## src/hps_pkg.sv

```systemverilog
// Shared constants and types of the host/port splitter.
`default_nettype none
package hps_pkg;

   // Longest string that can still be good.
   localparam int MAX_LEN = 1024;

   // Byte counter saturates at MAX_LEN + 1.
   localparam int POS_W = $clog2(MAX_LEN + 2);

   // Field widths of a verdict.
   localparam int LEN_W = 11;

   // Offset math width: wide enough for the counter and for the fields.
   localparam int CALC_W = (POS_W > LEN_W) ? POS_W : LEN_W;

   localparam logic [7:0] CHAR_LBRACKET = 8'h5B;
   localparam logic [7:0] CHAR_RBRACKET = 8'h5D;
   localparam logic [7:0] CHAR_COLON    = 8'h3A;

   localparam logic STATUS_OK  = 1'b0;
   localparam logic STATUS_BAD = 1'b1;

   typedef struct packed {
      logic [7:0] data_byte;
      logic       last;
      logic       empty_req;
   } item_type;

   typedef struct packed {
      logic             status;
      logic             host_offset;
      logic [LEN_W-1:0] host_length;
      logic [LEN_W-1:0] port_offset;
      logic [LEN_W-1:0] port_length;
      logic             has_port;
   } verdict_type;

endpackage
`default_nettype wire

```

## src/hps_if.sv

```systemverilog
// Request and response channel interfaces of the host/port splitter.
`default_nettype none
interface hps_req_if;
   logic       valid;
   logic       ready;
   logic [7:0] data_byte;
   logic       last;
   logic       empty_req;

   modport source (output valid, output data_byte, output last, output empty_req,
                   input ready);
   modport sink   (input valid, input data_byte, input last, input empty_req,
                   output ready);
endinterface

interface hps_rsp_if;
   logic                     valid;
   logic                     ready;
   logic                     status;
   logic                     host_offset;
   logic [hps_pkg::LEN_W-1:0] host_length;
   logic [hps_pkg::LEN_W-1:0] port_offset;
   logic [hps_pkg::LEN_W-1:0] port_length;
   logic                     has_port;

   modport source (output valid, output status, output host_offset, output host_length,
                   output port_offset, output port_length, output has_port,
                   input ready);
   modport sink   (input valid, input status, input host_offset, input host_length,
                   input port_offset, input port_length, input has_port,
                   output ready);
endinterface
`default_nettype wire

```

## src/hps_parse.sv

```systemverilog
// Per-string parse state and verdict logic of the host/port splitter.
`default_nettype none
module hps_parse (
   input  wire logic                 clock,
   input  wire logic                 reset,
   input  wire logic                 fire,
   input  wire hps_pkg::item_type    item,
   output      logic                 has_verdict,
   output      hps_pkg::verdict_type verdict
);

   typedef enum logic [2:0] {
      PH_START,
      PH_BR_HOST,
      PH_AFTER_RB,
      PH_BR_PORT,
      PH_PLAIN_HOST,
      PH_PLAIN_PORT
   } phase_type;

   phase_type                   phase_ff, phase_in, phase_nx;
   logic [hps_pkg::POS_W-1:0]   position_ff, position_in, position_nx;
   logic [hps_pkg::POS_W-1:0]   split_ff, split_in, split_nx;
   logic                        error_ff, error_in, error_nx;
   logic [hps_pkg::CALC_W-1:0]  n_w, s_w;
   logic [hps_pkg::CALC_W-1:0]  br_hlen, br_poff, br_plen, pl_poff, pl_plen;
   hps_pkg::verdict_type        bad_v;

   assign has_verdict = item.last | item.empty_req;

   // Next parse state for one byte
   always_comb begin
      phase_nx    = phase_ff;
      split_nx    = split_ff;
      error_nx    = error_ff | (position_ff >= hps_pkg::POS_W'(hps_pkg::MAX_LEN));
      position_nx = (position_ff <= hps_pkg::POS_W'(hps_pkg::MAX_LEN)) ?
                    position_ff + hps_pkg::POS_W'(1) : position_ff;
      if (!error_nx) begin
         unique case (phase_ff)
            PH_START: begin
               if (item.data_byte == hps_pkg::CHAR_LBRACKET) begin
                  phase_nx = PH_BR_HOST;
               end else if (item.data_byte == hps_pkg::CHAR_COLON) begin
                  error_nx = 1'b1;
               end else begin
                  phase_nx = PH_PLAIN_HOST;
               end
            end
            PH_BR_HOST: begin
               if (item.data_byte == hps_pkg::CHAR_RBRACKET) begin
                  if (position_ff == hps_pkg::POS_W'(1)) begin
                     error_nx = 1'b1;
                  end else begin
                     split_nx = position_ff;
                     phase_nx = PH_AFTER_RB;
                  end
               end
            end
            PH_AFTER_RB: begin
               if (item.data_byte == hps_pkg::CHAR_COLON) begin
                  phase_nx = PH_BR_PORT;
               end else begin
                  error_nx = 1'b1;
               end
            end
            PH_PLAIN_HOST: begin
               if (item.data_byte == hps_pkg::CHAR_COLON) begin
                  split_nx = position_ff;
                  phase_nx = PH_PLAIN_PORT;
               end
            end
            PH_BR_PORT, PH_PLAIN_PORT: begin
            end
            default: begin
            end
         endcase
      end
   end

   // Offsets and lengths, wrapped to the field width
   assign n_w     = hps_pkg::CALC_W'(position_nx);
   assign s_w     = hps_pkg::CALC_W'(split_nx);
   assign br_hlen = s_w - hps_pkg::CALC_W'(1);
   assign br_poff = s_w + hps_pkg::CALC_W'(2);
   assign br_plen = n_w - s_w - hps_pkg::CALC_W'(2);
   assign pl_poff = s_w + hps_pkg::CALC_W'(1);
   assign pl_plen = n_w - s_w - hps_pkg::CALC_W'(1);

   always_comb begin
      bad_v        = '0;
      bad_v.status = hps_pkg::STATUS_BAD;
      verdict      = bad_v;
      if (!item.empty_req && !error_nx) begin
         unique case (phase_nx)
            PH_AFTER_RB: begin
               verdict             = '0;
               verdict.host_offset = 1'b1;
               verdict.host_length = br_hlen[hps_pkg::LEN_W-1:0];
            end
            PH_BR_PORT: begin
               verdict             = '0;
               verdict.host_offset = 1'b1;
               verdict.host_length = br_hlen[hps_pkg::LEN_W-1:0];
               verdict.port_offset = br_poff[hps_pkg::LEN_W-1:0];
               verdict.port_length = br_plen[hps_pkg::LEN_W-1:0];
               verdict.has_port    = 1'b1;
            end
            PH_PLAIN_HOST: begin
               verdict             = '0;
               verdict.host_length = n_w[hps_pkg::LEN_W-1:0];
            end
            PH_PLAIN_PORT: begin
               verdict             = '0;
               verdict.host_length = s_w[hps_pkg::LEN_W-1:0];
               verdict.port_offset = pl_poff[hps_pkg::LEN_W-1:0];
               verdict.port_length = pl_plen[hps_pkg::LEN_W-1:0];
               verdict.has_port    = 1'b1;
            end
            default: begin
               verdict = bad_v;
            end
         endcase
      end
   end

   // State commits only when a byte is taken; a verdict clears it
   always_comb begin
      phase_in    = phase_ff;
      position_in = position_ff;
      split_in    = split_ff;
      error_in    = error_ff;
      if (fire) begin
         if (has_verdict) begin
            phase_in    = PH_START;
            position_in = '0;
            split_in    = '0;
            error_in    = 1'b0;
         end else begin
            phase_in    = phase_nx;
            position_in = position_nx;
            split_in    = split_nx;
            error_in    = error_nx;
         end
      end
   end

   always_ff @(posedge clock) begin
      if (reset) begin
         phase_ff    <= PH_START;
         position_ff <= '0;
         split_ff    <= '0;
         error_ff    <= 1'b0;
      end else begin
         phase_ff    <= phase_in;
         position_ff <= position_in;
         split_ff    <= split_in;
         error_ff    <= error_in;
      end
   end

   a_pos_bound: assert property (@(posedge clock) disable iff (reset)
      position_ff <= hps_pkg::POS_W'(hps_pkg::MAX_LEN + 1))
      else $error("byte counter past saturation");

   a_clear_after_verdict: assert property (@(posedge clock) disable iff (reset)
      (fire && has_verdict) |=> (position_ff == '0 && phase_ff == PH_START && !error_ff))
      else $error("parse state not cleared after verdict");

   a_bad_is_zero: assert property (@(posedge clock) disable iff (reset)
      (verdict.status == hps_pkg::STATUS_BAD) |->
      (verdict.host_length == '0 && verdict.port_offset == '0 &&
       verdict.port_length == '0 && !verdict.has_port && !verdict.host_offset))
      else $error("bad verdict carries nonzero fields");

   a_split_inside: assert property (@(posedge clock) disable iff (reset)
      (phase_ff == PH_PLAIN_PORT || phase_ff == PH_AFTER_RB || phase_ff == PH_BR_PORT)
      |-> (split_ff < position_ff))
      else $error("split point not behind counter");

endmodule
`default_nettype wire

```

## src/host_port_splitter_top.sv

```systemverilog
// Top level of the host/port splitter: request register, parser, response register.
//
// Usage:
//   The req channel carries an authority string ("host[:port]" or "[host][:port]")
//   one byte per request; last marks the final byte. A request with empty_req set
//   stands for a zero-length string and yields a bad verdict at once, dropping any
//   partially received string.
//   The rsp channel returns one verdict per string: status, host offset/length,
//   port offset/length and has_port. A bad verdict has all other fields zero.
//   Strings longer than MAX_LEN bytes are bad; their bytes are still consumed.
// Timing:
//   One request per cycle sustained, unless a final byte waits on a stalled rsp. The
//   final byte goes into the request register, then its verdict into the response
//   register, which drives rsp.valid; between them sit compares and offset adders.
// Reset:
//   Synchronous, active high. Clears both channel valids and the parse state.
// Backpressure:
//   When rsp stalls, a held verdict stays in the response register; non-final
//   bytes keep flowing into the parser, and a second final byte waits in the
//   request register, which then drops req.ready.
`default_nettype none
module host_port_splitter_top (
   input wire logic  clock,
   input wire logic  reset,
   hps_req_if.sink   req_ch,
   hps_rsp_if.source rsp_ch
);

   logic                 req_valid_ff, req_valid_in;
   hps_pkg::item_type    req_item_ff, req_item_in;
   logic                 rsp_valid_ff, rsp_valid_in;
   hps_pkg::verdict_type rsp_verdict_ff, rsp_verdict_in;
   logic                 advance;
   logic                 has_verdict;
   hps_pkg::verdict_type verdict;

   // Parser consumes the held request unless its verdict has nowhere to go
   assign advance = req_valid_ff && (!has_verdict || !rsp_valid_ff || rsp_ch.ready);
   assign req_ch.ready = !req_valid_ff || advance;

   hps_parse u_parse (
      .clock       (clock),
      .reset       (reset),
      .fire        (advance),
      .item        (req_item_ff),
      .has_verdict (has_verdict),
      .verdict     (verdict)
   );

   always_comb begin
      req_valid_in = req_valid_ff;
      req_item_in  = req_item_ff;
      if (req_ch.ready) begin
         req_valid_in          = req_ch.valid;
         req_item_in.data_byte = req_ch.data_byte;
         req_item_in.last      = req_ch.last;
         req_item_in.empty_req = req_ch.empty_req;
      end
      rsp_valid_in   = rsp_valid_ff && !rsp_ch.ready;
      rsp_verdict_in = rsp_verdict_ff;
      if (advance && has_verdict) begin
         rsp_valid_in   = 1'b1;
         rsp_verdict_in = verdict;
      end
   end

   always_ff @(posedge clock) begin
      if (reset) begin
         req_valid_ff <= 1'b0;
         rsp_valid_ff <= 1'b0;
      end else begin
         req_valid_ff <= req_valid_in;
         rsp_valid_ff <= rsp_valid_in;
      end
      req_item_ff    <= req_item_in;
      rsp_verdict_ff <= rsp_verdict_in;
   end

   assign rsp_ch.valid       = rsp_valid_ff;
   assign rsp_ch.status      = rsp_verdict_ff.status;
   assign rsp_ch.host_offset = rsp_verdict_ff.host_offset;
   assign rsp_ch.host_length = rsp_verdict_ff.host_length;
   assign rsp_ch.port_offset = rsp_verdict_ff.port_offset;
   assign rsp_ch.port_length = rsp_verdict_ff.port_length;
   assign rsp_ch.has_port    = rsp_verdict_ff.has_port;

   // A final byte must wait while an earlier verdict is still unclaimed
   a_hold_final: assert property (@(posedge clock) disable iff (reset)
      (req_valid_ff && has_verdict && rsp_valid_ff && !rsp_ch.ready) |=> req_valid_ff)
      else $error("final byte dropped while response stalled");

   a_no_overwrite: assert property (@(posedge clock) disable iff (reset)
      (rsp_valid_ff && !rsp_ch.ready) |-> !advance || !has_verdict)
      else $error("verdict overwritten while stalled");

endmodule
`default_nettype wire

```

## src/flat_wrapper.sv

```systemverilog
// flat-port wrapper written by rule: the top's interface ports become plain ports
module host_port_splitter_top_flat 
  (clock, reset, req_ch_valid, req_ch_data_byte, req_ch_last, req_ch_empty_req, req_ch_ready, rsp_ch_valid, rsp_ch_status, rsp_ch_host_offset, rsp_ch_host_length, rsp_ch_port_offset, rsp_ch_port_length, rsp_ch_has_port, rsp_ch_ready);
  hps_req_if req_ch_i ();
  hps_rsp_if rsp_ch_i ();
  input wire logic clock;
  input wire logic reset;
  input wire logic [$bits(req_ch_i.valid)-1:0] req_ch_valid;
  input wire logic [$bits(req_ch_i.data_byte)-1:0] req_ch_data_byte;
  input wire logic [$bits(req_ch_i.last)-1:0] req_ch_last;
  input wire logic [$bits(req_ch_i.empty_req)-1:0] req_ch_empty_req;
  output wire logic [$bits(req_ch_i.ready)-1:0] req_ch_ready;
  output wire logic [$bits(rsp_ch_i.valid)-1:0] rsp_ch_valid;
  output wire logic [$bits(rsp_ch_i.status)-1:0] rsp_ch_status;
  output wire logic [$bits(rsp_ch_i.host_offset)-1:0] rsp_ch_host_offset;
  output wire logic [$bits(rsp_ch_i.host_length)-1:0] rsp_ch_host_length;
  output wire logic [$bits(rsp_ch_i.port_offset)-1:0] rsp_ch_port_offset;
  output wire logic [$bits(rsp_ch_i.port_length)-1:0] rsp_ch_port_length;
  output wire logic [$bits(rsp_ch_i.has_port)-1:0] rsp_ch_has_port;
  input wire logic [$bits(rsp_ch_i.ready)-1:0] rsp_ch_ready;
  assign req_ch_i.valid = req_ch_valid;
  assign req_ch_i.data_byte = req_ch_data_byte;
  assign req_ch_i.last = req_ch_last;
  assign req_ch_i.empty_req = req_ch_empty_req;
  assign req_ch_ready = req_ch_i.ready;
  assign rsp_ch_valid = rsp_ch_i.valid;
  assign rsp_ch_status = rsp_ch_i.status;
  assign rsp_ch_host_offset = rsp_ch_i.host_offset;
  assign rsp_ch_host_length = rsp_ch_i.host_length;
  assign rsp_ch_port_offset = rsp_ch_i.port_offset;
  assign rsp_ch_port_length = rsp_ch_i.port_length;
  assign rsp_ch_has_port = rsp_ch_i.has_port;
  assign rsp_ch_i.ready = rsp_ch_ready;
  host_port_splitter_top u_core (.clock(clock), .reset(reset), .req_ch(req_ch_i), .rsp_ch(rsp_ch_i));
endmodule
```

## config.mk

```make
export PLATFORM = sky130hd
export DESIGN_NAME = host_port_splitter_top_flat
export DESIGN_NICKNAME = d
export VERILOG_FILES = /design/src/hps_pkg.sv /design/src/hps_if.sv /design/src/hps_parse.sv /design/src/host_port_splitter_top.sv /design/src/flat_wrapper.sv
export SDC_FILE = /design/constraint.sdc
export NUM_CORES = 1
export LEC_CHECK = 0
export BUFFER_PORTS_ARGS = -buffer_cell sky130_fd_sc_hd__buf_4
export CORE_ASPECT_RATIO = 0.75
export CORE_MARGIN = 5
export CORE_UTILIZATION = 30
export CTS_CLUSTER_SIZE = 28
export DETAILED_ROUTE_END_ITERATION = 8
export RECOVER_POWER = 100
export SLEW_MARGIN = 5
export SYNTH_ARGS = -nofsm -noshare
export SYNTH_HDL_FRONTEND = slang
export SYNTH_SLANG_ARGS = --single-unit
```

## constraint.sdc

```tcl
create_clock -name clock -period 6.15 [get_ports clock]
set_input_delay 0.9225 -clock clock [delete_from_list [all_inputs] [get_ports clock]]
set_output_delay 0.9225 -clock clock [all_outputs]
set_load 0.03 [all_outputs]
```

==> impl_metrics.toml <==
[status]
outcome = "finished with violations"
violations = "max-capacitance violations, max-slew violations"

[sta]
report.final.slew_viol_count = 59
hold_ws_ns = 0.451
period_share_pct = 87.7
maxSlewHeadroom_pct = -66.2
timing.fmax_ghz = 0.185
setup_violations = 0
tns_ns = 0
worst_slew_pin_slew_ns = 2.47
finalHoldViolCount = 0
period_minus_slack_ns = 5.39
skew_ns = 0.0138
rsz0062_at_grt = "false"

[detailed_routing]
remaining_drc_errors = 0
vias = 4388
wl_um = 13900
avgRoutedWirePerCell_um = 16.9
ant_nets = 0
dr.pass1.iters = 5
viasPerCell = 5.33
drt_iter0_markers = 373

[yosys]
synth_top_area_share_pct = 27.7
synth_flop_cell = "edfxtp_1"
yosys.area.top_type = "edfxtp_1"
synthCells = 571
synth_common_cells = "nor2_1, nand2_1, a21oi_1"
async_flop_share_pct = 0
ys_top_cells_by_area = "edfxtp_1, dfxtp_1, nor2_1"
synth_seq_cells = 74
yosysWarnings = 0
synth_nets = 606
synth-seq-area-share_pct = 38.9
synth_edf_count = 46
yosysMostFrequentCell = "nor2_1"
synth_cell_type_count = 73
syn_area_um2 = 4990
avgSynthCellArea_um2 = 8.75

[die]
placementRows = 40
start_util_pct = 30.9
pin_count = 52
die_h_um = 122
core_area_um2 = 16200
dieArea_um2 = 19400
die_w_um = 159

[cells_and_area]
multi_input_area_um2 = 2810
drive_gt1_share_pct = 8.63
final-seq-area_um2 = 1940
diodes = 0
fin_util_pct = 35.3
area_growth_pct = 14.1
instances_no_fill = 824
nets = 644
final_area_um2 = 5700
nFillCells = 1676

[placement]
gp_congestion = 0.930
dp_cells = 808
dp_hpwl_um = 10500
portBuffers = 51
place_area_um2 = 5570

[worst_setup_path]
critical_path_class = "reg2reg"
critPathCaptureType = "flop"
cpMostUsedCell = "nor2_1"
crit_family = "compound AO/OA/AOI/OAI gates"
crit_chain = "and4b_1, and2_4, o2111ai_1, nor2_1, a21oi_1, inv_1, fa_1, inv_1, a21oi_1, nor2_1, o21ai_0, nor2_1, o221ai_1, or2_1, o311ai_1, a31oi_1"
cp.arrival_ns = 5.47
cp-start-kind = "flop"
crit_slowest_cell = "o2111ai_1"
cp.required_ns = 6.22
path_max_fanout = 12
critPathMaxStageDelay_ns = 1.10
cp_num_buf_inv = 2
r2r_slack_ns = 0.76

[clock_tree]
clk_pin_slew_worst_paths_ns = 0.06
ctsResizeCount = 0
cts_setup_buffers = 0
clockRootBuffer = "clkbuf_16"
cts_sinks = 74
htree_levels = 3
hold_buffers = 0
cts_tree = "yes"
cts_buffer_depth = 2
cts_buffers = 9
clkLatencyLatePin_ns = 0.35

[global_route]
grt_pass1_wl_um = 22800
track_usage_pct = 14.7
grt_pass1_vias = 4245
grt_max_degree = 37
grt.overflow.total = 0
grt_antenna_before_repair = 0

[pwr]
leakage_nw = 2.08
p_per_area_nw_per_um2 = 208
irDropWorstVdd_mv = 0.115

[worst_hold_path]
hold_path.class = "reg2reg"

[job]
maxCapViolations = 2
worst register-to-register path: stages, from the launching register on:
cell	delay (ns)
edfxtp_1	0.43
and4b_1	0.27
and2_4	0.19
o2111ai_1	1.10
nor2_1	0.18
a21oi_1	0.59
inv_1	0.31
fa_1	0.51
inv_1	0.07
a21oi_1	0.11
nor2_1	0.14
o21ai_0	0.16
nor2_1	0.18
o221ai_1	0.26
or2_1	0.31
o311ai_1	0.23
a31oi_1	0.11
metal layers:
layer	track usage, %	wire length (um)	vias to the layer above
li1	-	-	2151
met1	21.4	7110	2054
met2	20.2	5580	165
met3	4.57	1020	18
met4	5.33	208	0
met5	0	0	-
cell usage in the layout, fill, tap and decap left out, types with 6 or more instances in the layout:
| cell | count |
|---|---|
| a21oi_1 | 48 |
| inv_1 | 21 |
| clkbuf_4 | 11 |
| a22oi_1 | 23 |
| nand3_1 | 21 |
| dfxtp_1 | 28 |
| clkbuf_1 | 42 |
| nor2b_1 | 7 |
| ha_1 | 20 |
| nand2_1 | 57 |
| clkbuf_16 | 9 |
| xnor2_1 | 19 |
| mux2i_1 | 9 |
| nor3_1 | 15 |
| buf_4 | 8 |
| xor2_1 | 8 |
| nor2_1 | 80 |
| and3_1 | 6 |
| o21ai_0 | 31 |
| edfxtp_1 | 46 |
registers in the layout, indices dropped and copies added (netlist names), 3 cells and up:
register,cells
u_core.req_item_ff,10
u_core.u_parse.split_ff,11
u_core.rsp_ch.host_length,11
u_core.rsp_ch.port_offset,11
u_core.rsp_ch.port_length,11
u_core.u_parse.phase_ff,3
u_core.u_parse.position_ff,11
logic make-up after synthesis:
| family | count (synthesis) | share of synthesized area [%] |
|---|---|---|
| DFF | 74 | 38.9 |
| AOI/OAI and AO/OA | 150 | 20.3 |
| buffers and inverters | 53 | 4.43 |
| and+or+nand+nor | 236 | 24.2 |
| xor gates and xnor gates | 27 | 4.73 |
| muxes | 10 | 2.08 |
| adders and majority gates | 21 | 5.41 |
where the power goes:
| part | switching (mW) | internal (mW) |
|---|---|---|
| clock network | 0.204 | 0.355 |
| registers | 0.00782 | 0.540 |
| logic | 0.0550 | 0.0215 |
| total | 0.267 | 0.916 |
worst paths after layout:
kind | depth (start not counted) | end | from
max | 16 | u_core.rsp_ch.port_length[10] | u_core.req_item_ff[7]
min | 2 | u_core.u_parse.split_ff[8] | u_core.u_parse.split_ff[8]
max reg2reg | 16 | u_core.rsp_ch.port_length[10] | u_core.req_item_ff[7]
min reg2reg | 2 | u_core.u_parse.split_ff[8] | u_core.u_parse.split_ff[8]
final cells by class:
class | count | area share, %
clock buffers | 11 | 4.08
clock inverters | 5 | 1.43
multi-input cells | 444 | 49.3
repair buffers | 59 | 5.14
well taps | 210 | 4.61
inverters | 21 | 1.38
flip-flops and latches | 74 | 34.1
stage by stage:
| step | total power, mW | setup slack (ns) |
|---|---|---|
| finish | 1.18 | 0.756 |
| global route | 1.23 | 0.426 |
| CTS | 1.20 | 1.23 |
| detailed placement | 0.643 | 1.24 |
| global placement | 0.641 | 1.39 |
| floorplan | 0.611 | 1.84 |
Note: power is estimated with default switching activity, not from simulation.
